[src/nass_pkg.sv]
// Shared types and constants of the bracket-aware separator splitter.
`default_nettype none

package nass_pkg;

    localparam int unsigned          NASS_MAX_NEST_DEF     = 255;
    localparam longint unsigned      NASS_MAX_ELEMENTS_DEF = 65535;
    localparam int unsigned          NASS_QUEUE_DEPTH_DEF  = 2;
    localparam logic [7:0]           NASS_SEP_RESET        = 8'd44;

    localparam logic [7:0] CH_SQ_OPEN    = 8'h5B;
    localparam logic [7:0] CH_SQ_CLOSE   = 8'h5D;
    localparam logic [7:0] CH_PAREN_OPEN = 8'h28;
    localparam logic [7:0] CH_PAREN_CLOSE = 8'h29;
    localparam logic [7:0] CH_CURLY_OPEN = 8'h7B;
    localparam logic [7:0] CH_CURLY_CLOSE = 8'h7D;
    localparam logic [7:0] CH_QUOTE      = 8'h22;
    localparam logic [7:0] CH_BACKSLASH  = 8'h5C;

    typedef enum logic [2:0] {
        KIND_NONE   = 3'd0,
        KIND_SQUARE = 3'd1,
        KIND_PAREN  = 3'd2,
        KIND_CURLY  = 3'd3,
        KIND_QUOTE  = 3'd4
    } kind_t;

    localparam logic       ROLE_CONTENT = 1'b0;
    localparam logic       ROLE_SEP     = 1'b1;

    localparam logic [1:0] ERR_NONE     = 2'd0;
    localparam logic [1:0] ERR_UNCLOSED = 2'd1;
    localparam logic [1:0] ERR_OVERFLOW = 2'd2;

    typedef struct packed {
        logic [7:0] char_in;
        logic       last_char;
        kind_t      open_kind;
        kind_t      close_kind;
        logic       is_sep;
        logic       is_bs;
    } item_t;

    typedef struct packed {
        logic [7:0]  char_out;
        logic        role;
        logic [15:0] element_number;
        logic        end_of_text;
        logic [1:0]  error_code;
    } res_t;

    typedef struct packed {
        logic        pop;
        logic        last;
        kind_t       kind;
        logic [15:0] count;
    } back_stat_t;

endpackage

`default_nettype wire

[src/nested_aware_separator_splitter.sv]
// Top level of the bracket-aware separator splitter.
//
// Input queue port: drive char_in and last_char with push; a byte is taken
// on a clock edge with push high and full low. Result queue port: while
// empty is low the oldest result word sits on char_out, role,
// element_number, end_of_text and error_code; pop high on an edge takes it.
// Configuration: separator_char is written on an edge with cfg_valid and
// cfg_ready high; cfg_ready is always high. Write only while no text is in
// flight. Reset value of the separator is ','.
// Throughput: one byte per cycle while full is low; the execution stage
// updates its state on each byte it takes. A taken byte passes the input
// register, middle queue and result queue before it shows on the result
// port. When pop stays low, the result queue, middle queue and input
// register fill in turn, then full rises; nothing is lost.
// Reset: all queues empty, group state at top level, element count zero.
// After the final byte of a text the group state returns to that state.
`default_nettype none

module nested_aware_separator_splitter #(
    parameter int unsigned     MAX_NEST     = nass_pkg::NASS_MAX_NEST_DEF,
    parameter longint unsigned MAX_ELEMENTS = nass_pkg::NASS_MAX_ELEMENTS_DEF,
    parameter int unsigned     QUEUE_DEPTH  = nass_pkg::NASS_QUEUE_DEPTH_DEF
) (
    input  wire logic        clk,
    input  wire logic        rst_n,
    input  wire logic        push,
    output logic             full,
    input  wire logic [7:0]  char_in,
    input  wire logic        last_char,
    output logic             empty,
    input  wire logic        pop,
    output logic [7:0]       char_out,
    output logic             role,
    output logic [15:0]      element_number,
    output logic             end_of_text,
    output logic [1:0]       error_code,
    input  wire logic        cfg_valid,
    output logic             cfg_ready,
    input  wire logic [7:0]  separator_char
);

    logic                 [7:0] sep_reg;
    logic                 mid_wr;
    nass_pkg::item_t      mid_wr_data;
    logic                 mid_full;
    logic                 mid_rd;
    nass_pkg::item_t      mid_rd_data;
    logic                 mid_empty;
    logic                 out_wr;
    nass_pkg::res_t       out_wr_data;
    logic                 out_full;
    nass_pkg::res_t       out_rd_data;
    logic                 front_valid;
    nass_pkg::back_stat_t back_stat;

    assign cfg_ready = 1'b1;

    always_ff @(posedge clk or negedge rst_n)
    begin
        if (!rst_n)
        begin
            sep_reg <= nass_pkg::NASS_SEP_RESET;
        end
        else if (cfg_valid && cfg_ready)
        begin
            sep_reg <= separator_char;
        end
    end

    nass_front u_front (
        .clk         (clk),
        .rst_n       (rst_n),
        .push        (push),
        .full        (full),
        .char_in     (char_in),
        .last_char   (last_char),
        .sep         (sep_reg),
        .q_wr        (mid_wr),
        .q_data      (mid_wr_data),
        .q_full      (mid_full),
        .front_valid (front_valid)
    );

    nass_fifo #(
        .WIDTH ($bits(nass_pkg::item_t)),
        .DEPTH (QUEUE_DEPTH)
    ) u_mid_fifo (
        .clk     (clk),
        .rst_n   (rst_n),
        .wr_en   (mid_wr),
        .wr_data (mid_wr_data),
        .full    (mid_full),
        .rd_en   (mid_rd),
        .rd_data (mid_rd_data),
        .empty   (mid_empty)
    );

    nass_back #(
        .MAX_NEST     (MAX_NEST),
        .MAX_ELEMENTS (MAX_ELEMENTS)
    ) u_back (
        .clk      (clk),
        .rst_n    (rst_n),
        .q_empty  (mid_empty),
        .q_data   (mid_rd_data),
        .q_rd     (mid_rd),
        .out_full (out_full),
        .out_wr   (out_wr),
        .out_data (out_wr_data),
        .stat     (back_stat)
    );

    nass_fifo #(
        .WIDTH ($bits(nass_pkg::res_t)),
        .DEPTH (QUEUE_DEPTH)
    ) u_out_fifo (
        .clk     (clk),
        .rst_n   (rst_n),
        .wr_en   (out_wr),
        .wr_data (out_wr_data),
        .full    (out_full),
        .rd_en   (pop),
        .rd_data (out_rd_data),
        .empty   (empty)
    );

    assign char_out       = out_rd_data.char_out;
    assign role           = out_rd_data.role;
    assign element_number = out_rd_data.element_number;
    assign end_of_text    = out_rd_data.end_of_text;
    assign error_code     = out_rd_data.error_code;

    a_push_loads_front: assert property (@(posedge clk) disable iff (!rst_n)
        push && !full |=> front_valid)
        else $error("accepted word did not load the input register");

    a_full_needs_backlog: assert property (@(posedge clk) disable iff (!rst_n)
        full |-> front_valid && mid_full)
        else $error("full raised without a backlog");

    a_last_clears_state: assert property (@(posedge clk) disable iff (!rst_n)
        back_stat.pop && back_stat.last |=>
            back_stat.kind == nass_pkg::KIND_NONE && back_stat.count == 16'd0)
        else $error("group state not cleared after final byte");

    a_unclosed_at_end: assert property (@(posedge clk) disable iff (!rst_n)
        !empty && error_code == nass_pkg::ERR_UNCLOSED |-> end_of_text)
        else $error("unclosed group error on a byte that is not final");

endmodule

`default_nettype wire

[src/nass_fifo.sv]
// Small register queue used between the stages and at the result side.
`default_nettype none

module nass_fifo #(
    parameter int unsigned WIDTH = 8,
    parameter int unsigned DEPTH = nass_pkg::NASS_QUEUE_DEPTH_DEF
) (
    input  wire logic             clk,
    input  wire logic             rst_n,
    input  wire logic             wr_en,
    input  wire logic [WIDTH-1:0] wr_data,
    output logic                  full,
    input  wire logic             rd_en,
    output logic [WIDTH-1:0]      rd_data,
    output logic                  empty
);

    localparam int unsigned PTR_W = (DEPTH > 1) ? $clog2(DEPTH) : 1;
    localparam int unsigned CNT_W = $clog2(DEPTH + 1);

    logic [WIDTH-1:0] mem [DEPTH];
    logic [PTR_W-1:0] wr_ptr_reg;
    logic [PTR_W-1:0] rd_ptr_reg;
    logic [CNT_W-1:0] count_reg;
    logic             do_wr;
    logic             do_rd;

    assign full    = (count_reg == CNT_W'(DEPTH));
    assign empty   = (count_reg == '0);
    assign do_wr   = wr_en && !full;
    assign do_rd   = rd_en && !empty;
    assign rd_data = mem[rd_ptr_reg];

    always_ff @(posedge clk)
    begin
        if (do_wr)
        begin
            mem[wr_ptr_reg] <= wr_data;
        end
    end

    always_ff @(posedge clk or negedge rst_n)
    begin
        if (!rst_n)
        begin
            wr_ptr_reg <= '0;
            rd_ptr_reg <= '0;
            count_reg  <= '0;
        end
        else
        begin
            if (do_wr)
            begin
                wr_ptr_reg <= (wr_ptr_reg == PTR_W'(DEPTH - 1)) ? '0
                                                                 : wr_ptr_reg + PTR_W'(1);
            end
            if (do_rd)
            begin
                rd_ptr_reg <= (rd_ptr_reg == PTR_W'(DEPTH - 1)) ? '0
                                                                 : rd_ptr_reg + PTR_W'(1);
            end
            if (do_wr && !do_rd)
            begin
                count_reg <= count_reg + CNT_W'(1);
            end
            else if (do_rd && !do_wr)
            begin
                count_reg <= count_reg - CNT_W'(1);
            end
        end
    end

endmodule

`default_nettype wire

[src/nass_front.sv]
// Input stage: accept a byte and decode its bracket, quote and separator class.
`default_nettype none

module nass_front (
    input  wire logic        clk,
    input  wire logic        rst_n,
    input  wire logic        push,
    output logic             full,
    input  wire logic [7:0]  char_in,
    input  wire logic        last_char,
    input  wire logic [7:0]  sep,
    output logic             q_wr,
    output nass_pkg::item_t  q_data,
    input  wire logic        q_full,
    output logic             front_valid
);

    logic            valid_reg;
    nass_pkg::item_t item_reg;
    nass_pkg::item_t item_next;
    logic            accept;

    assign full        = valid_reg && q_full;
    assign accept      = push && !full;
    assign q_wr        = valid_reg && !q_full;
    assign q_data      = item_reg;
    assign front_valid = valid_reg;

    always_comb
    begin
        item_next.char_in   = char_in;
        item_next.last_char = last_char;
        item_next.is_sep    = (char_in == sep);
        item_next.is_bs     = (char_in == nass_pkg::CH_BACKSLASH);
        unique case (char_in)
            nass_pkg::CH_SQ_OPEN:    item_next.open_kind = nass_pkg::KIND_SQUARE;
            nass_pkg::CH_PAREN_OPEN: item_next.open_kind = nass_pkg::KIND_PAREN;
            nass_pkg::CH_CURLY_OPEN: item_next.open_kind = nass_pkg::KIND_CURLY;
            nass_pkg::CH_QUOTE:      item_next.open_kind = nass_pkg::KIND_QUOTE;
            default:                 item_next.open_kind = nass_pkg::KIND_NONE;
        endcase
        unique case (char_in)
            nass_pkg::CH_SQ_CLOSE:    item_next.close_kind = nass_pkg::KIND_SQUARE;
            nass_pkg::CH_PAREN_CLOSE: item_next.close_kind = nass_pkg::KIND_PAREN;
            nass_pkg::CH_CURLY_CLOSE: item_next.close_kind = nass_pkg::KIND_CURLY;
            default:                  item_next.close_kind = nass_pkg::KIND_NONE;
        endcase
    end

    always_ff @(posedge clk)
    begin
        if (accept)
        begin
            item_reg <= item_next;
        end
    end

    always_ff @(posedge clk or negedge rst_n)
    begin
        if (!rst_n)
        begin
            valid_reg <= 1'b0;
        end
        else if (accept)
        begin
            valid_reg <= 1'b1;
        end
        else if (q_wr)
        begin
            valid_reg <= 1'b0;
        end
    end

endmodule

`default_nettype wire

[src/nass_back.sv]
// Execution stage: track group nesting and element count, build each result word.
`default_nettype none

module nass_back #(
    parameter int unsigned     MAX_NEST     = nass_pkg::NASS_MAX_NEST_DEF,
    parameter longint unsigned MAX_ELEMENTS = nass_pkg::NASS_MAX_ELEMENTS_DEF
) (
    input  wire logic          clk,
    input  wire logic          rst_n,
    input  wire logic          q_empty,
    input  wire nass_pkg::item_t q_data,
    output logic               q_rd,
    input  wire logic          out_full,
    output logic               out_wr,
    output nass_pkg::res_t     out_data,
    output nass_pkg::back_stat_t stat
);

    localparam int unsigned     NEST_W   = $clog2(MAX_NEST + 1);
    localparam longint unsigned CAP_WIDE = (MAX_ELEMENTS - 1 > 65535) ? 65535
                                                                        : MAX_ELEMENTS - 1;
    localparam logic [15:0]     ELEM_CAP = CAP_WIDE[15:0];

    nass_pkg::kind_t  kind_reg;
    nass_pkg::kind_t  kind_next;
    logic [NEST_W-1:0] nest_reg;
    logic [NEST_W-1:0] nest_next;
    logic              bs_reg;
    logic              bs_next;
    logic [15:0]       count_reg;
    logic [15:0]       count_next;
    logic              role;
    logic [1:0]        err;

    assign q_rd   = !q_empty && !out_full;
    assign out_wr = q_rd;

    always_comb
    begin
        kind_next  = kind_reg;
        nest_next  = nest_reg;
        count_next = count_reg;
        role       = nass_pkg::ROLE_CONTENT;
        err        = nass_pkg::ERR_NONE;
        bs_next    = q_data.is_bs;
        unique case (kind_reg)
            nass_pkg::KIND_NONE:
            begin
                if (q_data.open_kind != nass_pkg::KIND_NONE)
                begin
                    kind_next = q_data.open_kind;
                    nest_next = '0;
                end
                else if (q_data.is_sep)
                begin
                    role = nass_pkg::ROLE_SEP;
                    if (count_reg < ELEM_CAP)
                    begin
                        count_next = count_reg + 16'd1;
                    end
                end
            end
            nass_pkg::KIND_QUOTE:
            begin
                if (q_data.open_kind == nass_pkg::KIND_QUOTE && !bs_reg)
                begin
                    kind_next = nass_pkg::KIND_NONE;
                end
            end
            default:
            begin
                if (q_data.close_kind == kind_reg)
                begin
                    if (nest_reg == '0)
                    begin
                        kind_next = nass_pkg::KIND_NONE;
                    end
                    else
                    begin
                        nest_next = nest_reg - NEST_W'(1);
                    end
                end
                else if (q_data.open_kind == kind_reg)
                begin
                    if (nest_reg < NEST_W'(MAX_NEST))
                    begin
                        nest_next = nest_reg + NEST_W'(1);
                    end
                    else
                    begin
                        err = nass_pkg::ERR_OVERFLOW;
                    end
                end
            end
        endcase
        if (q_data.last_char)
        begin
            if (kind_next != nass_pkg::KIND_NONE && kind_next != nass_pkg::KIND_QUOTE)
            begin
                err = nass_pkg::ERR_UNCLOSED;
            end
            kind_next  = nass_pkg::KIND_NONE;
            nest_next  = '0;
            bs_next    = 1'b0;
            count_next = '0;
        end
    end

    always_comb
    begin
        out_data.char_out       = q_data.char_in;
        out_data.role           = role;
        out_data.element_number = count_reg;
        out_data.end_of_text    = q_data.last_char;
        out_data.error_code     = err;
    end

    assign stat.pop   = q_rd;
    assign stat.last  = q_data.last_char;
    assign stat.kind  = kind_reg;
    assign stat.count = count_reg;

    always_ff @(posedge clk or negedge rst_n)
    begin
        if (!rst_n)
        begin
            kind_reg  <= nass_pkg::KIND_NONE;
            nest_reg  <= '0;
            bs_reg    <= 1'b0;
            count_reg <= '0;
        end
        else if (q_rd)
        begin
            kind_reg  <= kind_next;
            nest_reg  <= nest_next;
            bs_reg    <= bs_next;
            count_reg <= count_next;
        end
    end

endmodule

`default_nettype wire

[config.mk]
export PLATFORM = sky130hd
export DESIGN_NAME = nested_aware_separator_splitter
export DESIGN_NICKNAME = d
export VERILOG_FILES = /design/src/nass_pkg.sv /design/src/nested_aware_separator_splitter.sv /design/src/nass_fifo.sv /design/src/nass_front.sv /design/src/nass_back.sv
export SDC_FILE = /design/constraint.sdc
export NUM_CORES = 1
export LEC_CHECK = 0
export BUFFER_PORTS_ARGS = -buffer_cell sky130_fd_sc_hd__buf_2
export CAP_MARGIN = 15
export CORE_UTILIZATION = 59
export DETAILED_ROUTE_END_ITERATION = 8
export PLACE_DENSITY = 0.79
export SKIP_LAST_GASP = 1
export SYNTH_ARGS = -nofsm -noshare
export SYNTH_HDL_FRONTEND = slang
export SYNTH_SLANG_ARGS = --single-unit
[constraint.sdc]
create_clock -name clk -period 3.7 [get_ports clk]
set_clock_uncertainty 0.1 [all_clocks]
set_input_delay 0.74 -clock clk [delete_from_list [all_inputs] [get_ports clk]]
set_output_delay 0.74 -clock clk [all_outputs]
set_load 0.01 [all_outputs]
# Word level (Yosys, flattened, before mapping)
# Memories as Yosys holds them, arrays and structs flattened.
# Index checks and enable logic that the tools add are counted.
[word_totals]
mem_bits_rw = 90
wordCells = 138
register_bits = 62
output_inout_bits = 31
n_memories = 2
latchBits = 0
mem_bits_ro = 0
[memory_table]
columns = ["memory", "words", "word_bits", "rd", "rd_ports_with_merged_regs", "write_ports", "line_no", "text"]
rows = [
  ["u_out_fifo.mem", 2, 28, 1, 0, 1, "nass_fifo.sv:21", "logic [WIDTH-1:0] mem [DEPTH];"],
  ["u_mid_fifo.mem", 2, 17, 1, 0, 1, "nass_fifo.sv:21", ""],
]
[op_classes]
n_div = 0
mux = 44
n_eq_ne = 20
order_cmp = 2
addsub = 11
mul = 0
reduce_logical = 41
shifts = 0
n_bitwise = 0
[op_table]
columns = ["cell", "n"]
rows = [
  ["16-bit 2-to-1 mux", 5],
  ["8-bit 2-to-1 mux", 6],
  ["8-bit by 7-bit equality test with 1-bit output (second input constant)", 5],
  ["8-bit by 6-bit equality test with 1-bit output (second input constant)", 3],
  ["2-bit 2-to-1 mux", 10],
  ["16-bit by 1-bit adder with 16-bit output (second input constant)", 1],
  ["16-bit < comparator (second input constant)", 1],
  ["8-bit case mux with 2 select lines", 1],
  ["3-bit 2-to-1 mux", 5],
  ["1-bit logical AND", 14],
  ["1-bit 2-to-1 mux", 14],
  ["3-bit case mux with 4 select lines", 1],
  ["2-bit nonzero test", 6],
  ["1-bit zero test", 10],
  ["8-bit by 1-bit adder with 8-bit output (second input constant)", 1],
  ["8-bit equality test", 1],
  ["8-bit zero test", 1],
  ["8-bit < comparator (second input constant)", 1],
  ["4-bit nonzero test", 2],
  ["8-bit by 1-bit subtractor with 8-bit output (second input constant)", 1],
  ["3-bit equality test", 2],
  ["3-bit equality test (second input constant)", 2],
  ["2-bit case mux with 3 select lines", 1],
  ["3-bit case mux with 2 select lines", 1],
  ["14 further kinds", 23],
]

# Logic depth before layout (Yosys ltp)
# Gate-level depths: netlist (run 1).
# An unclocked memory read counts as a cell.
[logic_depth]
depth_word = 9
mapped_depth = 12
ltp_nobuf = 11

# By module
# From an unflattened synthesis (run 1), not the netlist that was laid out.
[hier_totals]
hier_cells = 479
hier_area_um2 = 6993.0
[by_module_without_submodules]
columns = ["module", "area_each_um2", "instances", "cells_each", "seq_area_each_um2"]
rows = [
  ["nass_fifo (u_out_fifo)", 2264.7, 1, 106, 1781.7],
  ["nass_back", 2149.6, 1, 231, 700.7],
  ["nass_fifo (u_mid_fifo)", 1473.9, 1, 72, 1121.1],
  ["nass_front", 758.2, 1, 51, 505.5],
  ["nested_aware_separator_splitter", 346.6, 1, 19, 203.9],
]

# Worst setup path after synthesis (run 1)
# Ideal clock, no wire load.
[synth_path]
path_type = "register to register"
startpoint = "register u_mid_fifo.rd_ptr_reg"
endpoint = "register u_back.nest_reg[7]"
arrival_time_ps = 2506
stages_incl_launch_ff = 13
n_path_buf = 1
period_less_slack_ps = 2692
slack_ps = 1008
required_ps = 3513
path_cell_list = "dfrtp_1 > buf_6 > mux2i_1 > xor2_1 > nand3_2 > inv_1 > ha_1 > a21oi_1 > o211ai_1 > o41ai_1 > xor2_1 > or3_1 > o211ai_1"
[synth_via]
elab_chain_len = 5
word_cells_on_any_way = 13
cone_classes = "eq/ne: 5; mux: 3; reduce/logical: 4; memory: 1"
[synth_rtl]
columns = ["element", "line_no", "text"]
rows = [
  ["from (decl)", "nass_fifo.sv:23", "logic [PTR_W-1:0] rd_ptr_reg;"],
  ["from (signal assigned)", "nass_fifo.sv:59", "rd_ptr_reg <= (rd_ptr_reg == PTR_W'(DEPTH - 1)) ? '0"],
  ["memory 2 x 17 bit *", "n/a", ""],
  ["3-bit equality test", "nass_back.sv:72", "if (q_data.close_kind == kind_reg)"],
  ["8-bit 2-to-1 mux", "nass_back.sv:72", ""],
  ["8-bit case mux with 2 select lines", "nass_back.sv:46", "unique case (kind_reg)"],
  ["8-bit 2-to-1 mux", "nass_back.sv:96", "if (q_data.last_char)"],
  ["to (signal assigned)", "nass_back.sv:135", "nest_reg <= nest_next;"],
  ["to (decl)", "nass_back.sv:26", "logic [NEST_W-1:0] nest_reg;"],
]
# Mark *: on every way between the ends. The rest lies on a longest branch, timed or not.
# A chain may end at the register's enable or synchronous reset.

# Final worst setup path (run 1)
# Same ends and word-level chain as after synthesis.

==> results.toml, run 1 <==
[cells_and_area]
final_cell_mix = "104 x edfxtp_1, 51 x buf_2, 45 x mux2_2"
drive_above_1_share_pct = 29.0
final_nets = 530
stdcell_count = 647
largest-register = "u_out_fifo.mem"
area_growth_pct = 15.9
nFillCells = 684
n_antenna_cell = 0
final_common_cell = "edfxtp_1"
postLayoutCellArea_um2 = 7380
reg_top3 = "u_out_fifo.mem: 56 flops, u_mid_fifo.mem: 32 flops"
largest_reg_flops = 56

[cts]
h-tree-depth = 4
clkSinkCount = 149
root_buffer = "clkbuf_8"
cts_setup_buffers = 0
path_clk_slew_ns = 0.06
cts.path.max_buffers = 2
clock_latency_ns = 0.52
cts_tree = "done"
cts_resized = 0
cts_hold_buf = 0
cts_buffers = 17

[setup_path]
crit_fanout = 8
critPathSlowestCell = "dfrtp_1"
cp.arrival_ns = 3.32
start_kind = "flip-flop"
path_delay_family = "compound AO/OA/AOI/OAI gates"
path_class = "reg2reg"
required_ns = 4.03
worst_setup_path_end_kind = "flip-flop"
critPathMaxStageDelay_ns = 0.40
worstPathCellList = "mux2i_1, xor2_1, nand3_2, inv_1, ha_1, a21oi_1, o211ai_1, o41ai_1, xor2_1, or3_1, o211ai_1"
path_buf_inv = 1

[sta]
drv_slew = 0
hold_viol = 0
finalCritPeriodShare_pct = 80.7
fmax_mhz = 335
fin_crit_ns = 2.99
relSlewSlack_pct = 49.5
final-setup-viol-count = 0
tightestPinTransition_ns = 0.756
rsz0062_at_grt = "no"
setup_tns_ns = 0

[route]
drc = 0
drt-initial-drc-count = 215
routed_wirelength_um = 10700
vias = 3621
wl_per_cell_um = 16.5
final_antenna_net_count = 0
drtPass1Iterations = 4
viasPerCell = 5.60

[yosys]
synth.top_cell.area_share_pct = 49.0
syn_avg_cell_area_um2 = 14.7
synth_ff_type = "edfxtp_1"
syn_nets = 466
ys_ff_latch = 149
synth_warnings = 0
yosysSeqAreaShare_pct = 66.8
yosys-top-cells-area = "edfxtp_1 49%, dfrtp_1 17%, mux2_2 8.0%"
async_flop_share_pct = 30.2
synth-edff-count = 104
synth.cell_area_um2 = 6370
yosysTopAreaCell = "edfxtp_1"
synthDistinctLibCells = 49
syn_inst = 434

[global_route]
grt_max_degree = 46
grt_antenna_before_repair = 0
grt-ovfl-total = 0
grt_pass1_wl_um = 18200
grt_pass1_vias = 3726
grt_use_total_pct = 21.7

[place]
dp_hpwl_um = 7170
finalWeightedCongestion = 0.835
placement.cell_area_um2 = 6770
io_buffers = 51
dp.cells = 613

[status]
status = "complete, no violations"

[power_and_ir_drop]
p_per_area_nw_per_um2 = 897
peakVddDrop_v = 0.000362
leakage_nw = 2.95

[die]
rows = 37
fp.dieW_um = 106
start_util_pct = 61.1
io_pins = 53
dieHeight_um = 106
dieArea_um2 = 11200
core-area_um2 = 10400

[hold_path]
worstHoldPathType = "in2async"

[run]
drv_cap = 0
## per-stage QoR
stage               hold WS, ns  utilization (%)  setup slack (ns)  total power, W
floorplan                 0.321                -              1.01         0.00432
global placement          0.322             65.0             0.925         0.00486
detailed placement        0.333             65.0             0.766         0.00496
CTS                       0.267             70.5             0.671         0.00666
global route             0.0350             70.8             0.491         0.00702
finish                   0.0346             70.8             0.712         0.00662
## logic make-up after synthesis
group | synth area share [%]
DFF | 66.8
and+or+nand+nor | 9.57
muxes | 10.6
xor gates and xnor gates | 5.78
AOI/OAI and AO/OA | 3.24
buffers and inverters | 1.85
adders and majority gates | 2.08
other | 0.0589
## path summary, 6_finish.rpt
kind,from,end,slack [ns],cells past startpoint
worst max-delay path,u_mid_fifo.rd_ptr_reg,u_back.nest_reg[7],0.71,11
worst min register to register,u_front.q_data[13],u_mid_fifo.mem[0][12],0.35,0
min in group clk,last_char,u_front.q_data[8],0.30,1
worst max register to register,u_mid_fifo.rd_ptr_reg,u_back.nest_reg[7],0.71,11
worst min-delay path,rst_n,u_mid_fifo.wr_ptr_reg,0.03,1
max in group asynchronous,rst_n,u_back.count_reg[0],2.97,2
## worst reg2reg max path, delay by kind of cell, from the launching register on
kind	cells	cell delay [ns]
xor+xnor	2	0.35
fa+ha+maj	1	0.29
mux	1	0.25
compound gates	4	0.78
flops	1	0.40
buf+inv	1	0.26
simple gates	2	0.49
## cell usage after synthesis (2+ instances only)
library cell  count
and4b_1           2
nor2_1           40
nor3_1            3
o31ai_1           2
dfstp_2           3
nand3_1          10
and3_1            8
dfrtp_1          42
and2_1            3
a21o_1            4
xor2_1           19
nand2_1          17
inv_1            12
o21ai_0           6
xnor2_1          23
ha_1              9
clkbuf_1         10
or2_2             2
edfxtp_1        104
mux2_4            6
o211ai_1          2
or4_1             2
a21oi_1           6
nor4_1            8
buf_6             2
nand4_1          12
nand2b_1          4
mux2_2           45
mux2i_1           8
## layout make-up
type	count	area, um^2	area share (%)
Sequential cell	149	4250	57.6
Clock buffer	19	422	5.71
Inverter	12	45.0	0.610
Clock inverter	13	155	2.10
Timing Repair Buffer	59	332	4.49
Tap cell	136	170	2.31
Multi-Input combinational cell	259	2000	27.1
## routing by layer
layer / up-vias / track usage [%] / part of all wire [%]
li1: 1742 / - / -
met1: 1767 / 26.4 / 43
met2: 102 / 35.9 / 52
met3: 10 / 6.31 / 4.3
met4: 0 / 10.2 / 1.1
met5: - / 0 / 0
## where the power goes
part / leakage [nW] / total [W] / switching, W / internal, W
sequential: 1.58 / 0.00276 / 0.000269 / 0.00249
clock: 0.280 / 0.00167 / 0.000645 / 0.00102
combinational: 1.09 / 0.00220 / 0.00124 / 0.000955
total: 2.95 / 0.00662 / 0.00216 / 0.00447
Note: power is estimated with default switching activity, not from simulation.
==> inputs of run 2 (changes only) <==
CORE_UTILIZATION = 54   (was 59)
PLACE_DENSITY = 0.76   (was 0.79)
clock period = 2.5 ns   (was 3.7 ns; I/O delays follow)
==> run 2 against run 1 <==
- the flow now finishes with violations (setup timing)
- clock power up 51%
- worst setup slack worse by 0.88 ns
- sequential power up 47%
- clock-buffer cell count down 1
- sequential share of layout area down 2.1 points
- via count up 3.7%
- die area up 9.1%
- final cell count up 3.7%
- critical endpoint unchanged
==> results.toml, run 2 (synthesized netlist as in run 1, its figures left out) <==
[cts]
root_buffer = "clkbuf_16"
clock_latency_ns = 0.42
cts.path.max_buffers = 2
cts_hold_buf = 0
h-tree-depth = 4
cts_buffers = 17
clkSinkCount = 149
cts_tree = "done"
path_clk_slew_ns = 0.06

[setup_path]
critPathSlowestCell = "dfrtp_1"
worstPathCellList = "mux2i_1, xor2_1, nand3_2, clkinv_4, ha_4, a21oi_4, o211ai_1, o41ai_2, xor2_1, or3_1, o211ai_1"
cp.arrival_ns = 2.91
critical_path.startpoint = "u_mid_fifo.rd_ptr_reg"
rr_startpoint = "u_mid_fifo.rd_ptr_reg"
critPathMaxStageDelay_ns = 0.40
crit_fanout = 7
worst_setup_path_end_kind = "flip-flop"
required_ns = 2.73
start_kind = "flip-flop"
path_class = "reg2reg"

[route]
viasPerCell = 5.60
drtPass1Iterations = 5
wl_per_cell_um = 16.7
drc = 0
final_antenna_net_count = 0
drt-initial-drc-count = 229
vias = 3756
routed_wirelength_um = 11200

[sta]
relSlewSlack_pct = 50.9
setup_tns_ns = -0.272
tightestPinTransition_ns = 0.737
final-setup-viol-count = 3
fin_crit_ns = 2.67
rsz0062_at_grt = "yes"
hold_viol = 0
drv_slew = 0
fmax_mhz = 374
fin_ws_ns = -0.172
hold_ws_ns = 0.0287
finalCritPeriodShare_pct = 107

[cells_and_area]
drive_above_1_share_pct = 34.5
n_antenna_cell = 0
largest-register = "u_out_fifo.mem"
reg_top3 = "u_out_fifo.mem: 56 flops, u_mid_fifo.mem: 32 flops"
final_common_cell = "edfxtp_1"
stdcell_count = 671
area_growth_pct = 20.3
utilization_pct = 66.8
largest_reg_flops = 56
final_nets = 547
final_cell_mix = "104 x edfxtp_1, 51 x buf_2, 45 x mux2_2"

[die]
dieArea_um2 = 12200
start_util_pct = 55.5
rows = 39
dieHeight_um = 111
io_pins = 53
fp.dieW_um = 111
core-area_um2 = 11500

[status]
violations = "setup timing"
status = "finished with violations"

[place]
dp.cells = 636
dp_hpwl_um = 7510
io_buffers = 51
finalWeightedCongestion = 0.841

[power_and_ir_drop]
peakVddDrop_v = 0.000793
leakage_nw = 3.03
total_power_w = 0.0104
p_per_area_nw_per_um2 = 1360

[global_route]
grt_antenna_before_repair = 0
grt_use_total_pct = 19.4
grt_pass1_vias = 3842
grt-ovfl-total = 0
grt_max_degree = 29
grt_pass1_wl_um = 18300

[run]
drv_cap = 0

[hold_path]
worstHoldPathType = "in2async"
==> run 2: changes by cell type in the layout (fill, tap and decap cells not counted), moves of 3 or more <==
cell and change:
a21oi_1 -3, buf_4 +17, clkinv_2 -4, clkinv_4 +5
ha_1 -5, ha_4 +5
==> run 2: timing repair <==
item,4_1_cts,5_1_grt
hold endpoints to repair,0,0
endpoints found under the setup margin,3,17
pin swaps,0,9
buffers inserted,1,2
gates resized for setup,2,13
==> run 2: through the flow <==
stage	worst slack, ns	area (um^2)
after floorplan	-0.0793	6380
after global placement	-0.0101	6940
after detailed placement	-0.144	6940
after CTS	-0.106	7550
after global routing	-0.296	7660
final	-0.172	7660
==> run 2: area by class of cell <==
type                       instances  area (um^2)
clock buffer                      18          429
clock inverter                    14          168
fill                             795         3810
inverter                          12         50.0
multi-input combinational        259         2110
sequential                       149         4250
tap                              143          179
timing repair buffer              76          468
==> run 2: power by group <==
part	internal (W)	total, W	switching (W)
registers	0.00368	0.00406	0.000381
logic	0.00178	0.00380	0.00201
clock network	0.00150	0.00253	0.00103
==> run 2: final timing paths <==
path / to / slack, ns / cells after the start
min reg2reg: u_mid_fifo.mem[1][4] / 0.35 / 0
max in group asynchronous: u_back.count_reg[8] / 1.63 / 2
max reg2reg: u_back.nest_reg[7] / -0.17 / 11
min: sep_reg[6] / 0.03 / 1
max: u_back.nest_reg[7] / -0.17 / 11
min in group clk: u_front.q_data[8] / 0.15 / 1
==> run 2: worst max-delay path, delay by kind of cell, from the launching register on <==
family	cells	cell delay, ns
AOI/OAI and AO/OA	4	0.71
and+or+nand+nor	2	0.46
DFF	1	0.40
xor gates and xnor gates	2	0.32
muxes	1	0.24
adders and majority gates	1	0.22
buffers and inverters	1	0.13
==> run 2: routing by layer <==
metal  track usage, %  part of all wire [%]
met1             22.9                    41
met2             33.0                    52
met3             4.72                   4.4
met4             9.87                   2.4
met5                0                     0
==> inputs of run 3 (changes only) <==
clock period = 2.2 ns   (was 2.5 ns; I/O delays follow)
==> run 3 against run 2 <==
- the run still ends with setup timing left
- final area is 6.7% higher
- sequential power is 12% higher
- global-route usage is 1.2 points higher
- non-clock buffer count is 39 higher
- clock power is 8.3% higher
- worst setup slack worse by 0.29 ns
- final cell count is 5.8% higher
- clock-buffer cell count is 1 higher
- fmax is 0.52% higher
- critical path type unchanged
- critical endpoint unchanged
- highest routed layer unchanged
==> results.toml, run 3 (synthesized netlist as in run 1, its figures left out) <==
[status]
status = "finished with violations"
violations = "setup timing"

[cells_and_area]
final_common_cell = "edfxtp_1"
final_cell_mix = "104 x edfxtp_1, 51 x buf_2, 51 x buf_4"
drive_above_1_share_pct = 43.0
nFillCells = 710
area_growth_pct = 28.4
final_nets = 586
postLayoutCellArea_um2 = 8170
largest-register = "u_out_fifo.mem"
reg_top3 = "u_out_fifo.mem: 56 flops, u_mid_fifo.mem: 32 flops"
stdcell_count = 710
n_antenna_cell = 0
largest_reg_flops = 56

[setup_path]
worst_setup_path_end_kind = "flip-flop"
path_class = "reg2reg"
crit_fanout = 6
critPathSlowestCell = "dfrtp_2"
cp.arrival_ns = 2.88
critPathMaxStageDelay_ns = 0.40
required_ns = 2.42
worstPathCellList = "mux2i_2, xor2_1, nand3_2, clkinv_4, ha_4, a21oi_4, o211ai_1, o41ai_2, xor2_1, o2111ai_1, o211ai_1"
start_kind = "flip-flop"

[route]
drc = 0
final_antenna_net_count = 0
vias = 3941
routed_wirelength_um = 12300
drt-initial-drc-count = 289
viasPerCell = 5.55
drtPass1Iterations = 4
wl_per_cell_um = 17.3

[power_and_ir_drop]
p_per_area_nw_per_um2 = 1540
total_power_w = 0.0126
leakage_nw = 3.26
power_frac_clock_pct = 21.8
power.net_switching_w = 0.00416
swShare_pct = 33.1
pwr-share-comb_pct = 42.0
pwr-share-seq_pct = 36.2
peakVddDrop_v = 0.00107
p_int_w = 0.00841

[cts]
clock_latency_ns = 0.42
path_clk_slew_ns = 0.06
root_buffer = "clkbuf_16"
cts.path.max_buffers = 2
clkSinkCount = 149
h-tree-depth = 4
cts_tree = "done"
cts_buffers = 17

[sta]
fin_ws_ns = -0.459
fmax_mhz = 376
drv_slew = 0
fin_crit_ns = 2.66
final-setup-viol-count = 26
setup_tns_ns = -7.33
hold_viol = 0
rsz0062_at_grt = "yes"
tightestPinTransition_ns = 0.599
finalCritPeriodShare_pct = 121
relSlewSlack_pct = 60.0
hold_ws_ns = 0.00873

[die]
io_pins = 53
dieHeight_um = 111
dieArea_um2 = 12200
fp.dieW_um = 111
core-area_um2 = 11500
rows = 39
start_util_pct = 55.5

[global_route]
grt-ovfl-total = 0
grt_pass1_wl_um = 19300
grt_antenna_before_repair = 0
grt_pass1_vias = 4117
grt_use_total_pct = 20.6
grt_max_degree = 46

[place]
dp.cells = 664
io_buffers = 51
placement.cell_area_um2 = 7200
dp_hpwl_um = 7840
finalWeightedCongestion = 0.867

[hold_path]
worstHoldPathType = "in2async"

[run]
drv_cap = 0
## run 3: changes by cell type in the layout (fill, tap and decap cells not counted), sizes merged
cell    change
buf        +39
clkinv      +3
clkbuf      +1
inv         -4
## run 3: timing repair
item	CTS	global route
pin swaps	3	20
buffers inserted	7	8
resized for setup	20	43
cloned	1	0
hold buffers	0	0
setup endpoints to repair	26	57
hold endpoints to repair	0	0
## run 3: final timing paths
| check | start | end | slack (ns) | cells after the start |
|---|---|---|---|---|
| max reg2reg | u_mid_fifo.rd_ptr_reg | u_back.nest_reg[7] | -0.46 | 11 |
| min in group clk | last_char | u_front.q_data[8] | 0.10 | 1 |
| max | u_mid_fifo.rd_ptr_reg | u_back.nest_reg[7] | -0.46 | 11 |
| min reg2reg | u_front.q_data[11] | u_mid_fifo.mem[1][10] | 0.34 | 0 |
| min | rst_n | u_back.kind_reg[1] | 0.009 | 2 |
| max in group asynchronous | rst_n | u_mid_fifo.rd_ptr_reg | 1.56 | 2 |
## run 3: layout make-up
type,count,area (um^2),share of cell area (%)
clock inverter,13,133,1.62
multi-input combinational,259,2320,28.4
inverter,12,50.0,0.612
tap,143,179,2.19
sequential,149,4250,52.1
timing repair buffer,115,802,9.81
clock buffer,19,433,5.30
## run 3: critical path: cells and delay by family, from the launching register on
kind,cells,cell delay (ns)
xor+xnor,2,0.46
mux,1,0.25
simple gates,1,0.14
buf+inv,1,0.13
flops,1,0.40
fa+ha+maj,1,0.21
compound gates,5,0.86
## run 3: power by group through the flow
stage | logic [W] | clock network (W) | registers (W)
2_1_floorplan | 0.00291 | 0 | 0.00449
3_3_place_gp | 0.00444 | 0 | 0.00450
3_5_place_dp | 0.00460 | 0 | 0.00457
4_1_cts | 0.00488 | 0.00278 | 0.00454
5_1_grt | 0.00570 | 0.00291 | 0.00464
6_report | 0.00528 | 0.00274 | 0.00455
## run 3: metrics by stage
| stage | utilization (%) | setup slack, ns |
|---|---|---|
| floorplan | - | -0.379 |
| global placement | 62.7 | -0.267 |
| detailed placement | 62.7 | -0.407 |
| CTS | 69.1 | -0.372 |
| global route | 71.3 | -0.560 |
| finish | 71.3 | -0.459 |
## run 3: per-layer routing
metal | vias up | share of wire, % | track usage [%]
met5 | - | 0 | 0
met4 | 0 | 2.3 | 9.24
met3 | 25 | 4.6 | 7.30
met2 | 116 | 54 | 35.6
met1 | 1955 | 39 | 22.9
li1 | 1845 | - | -
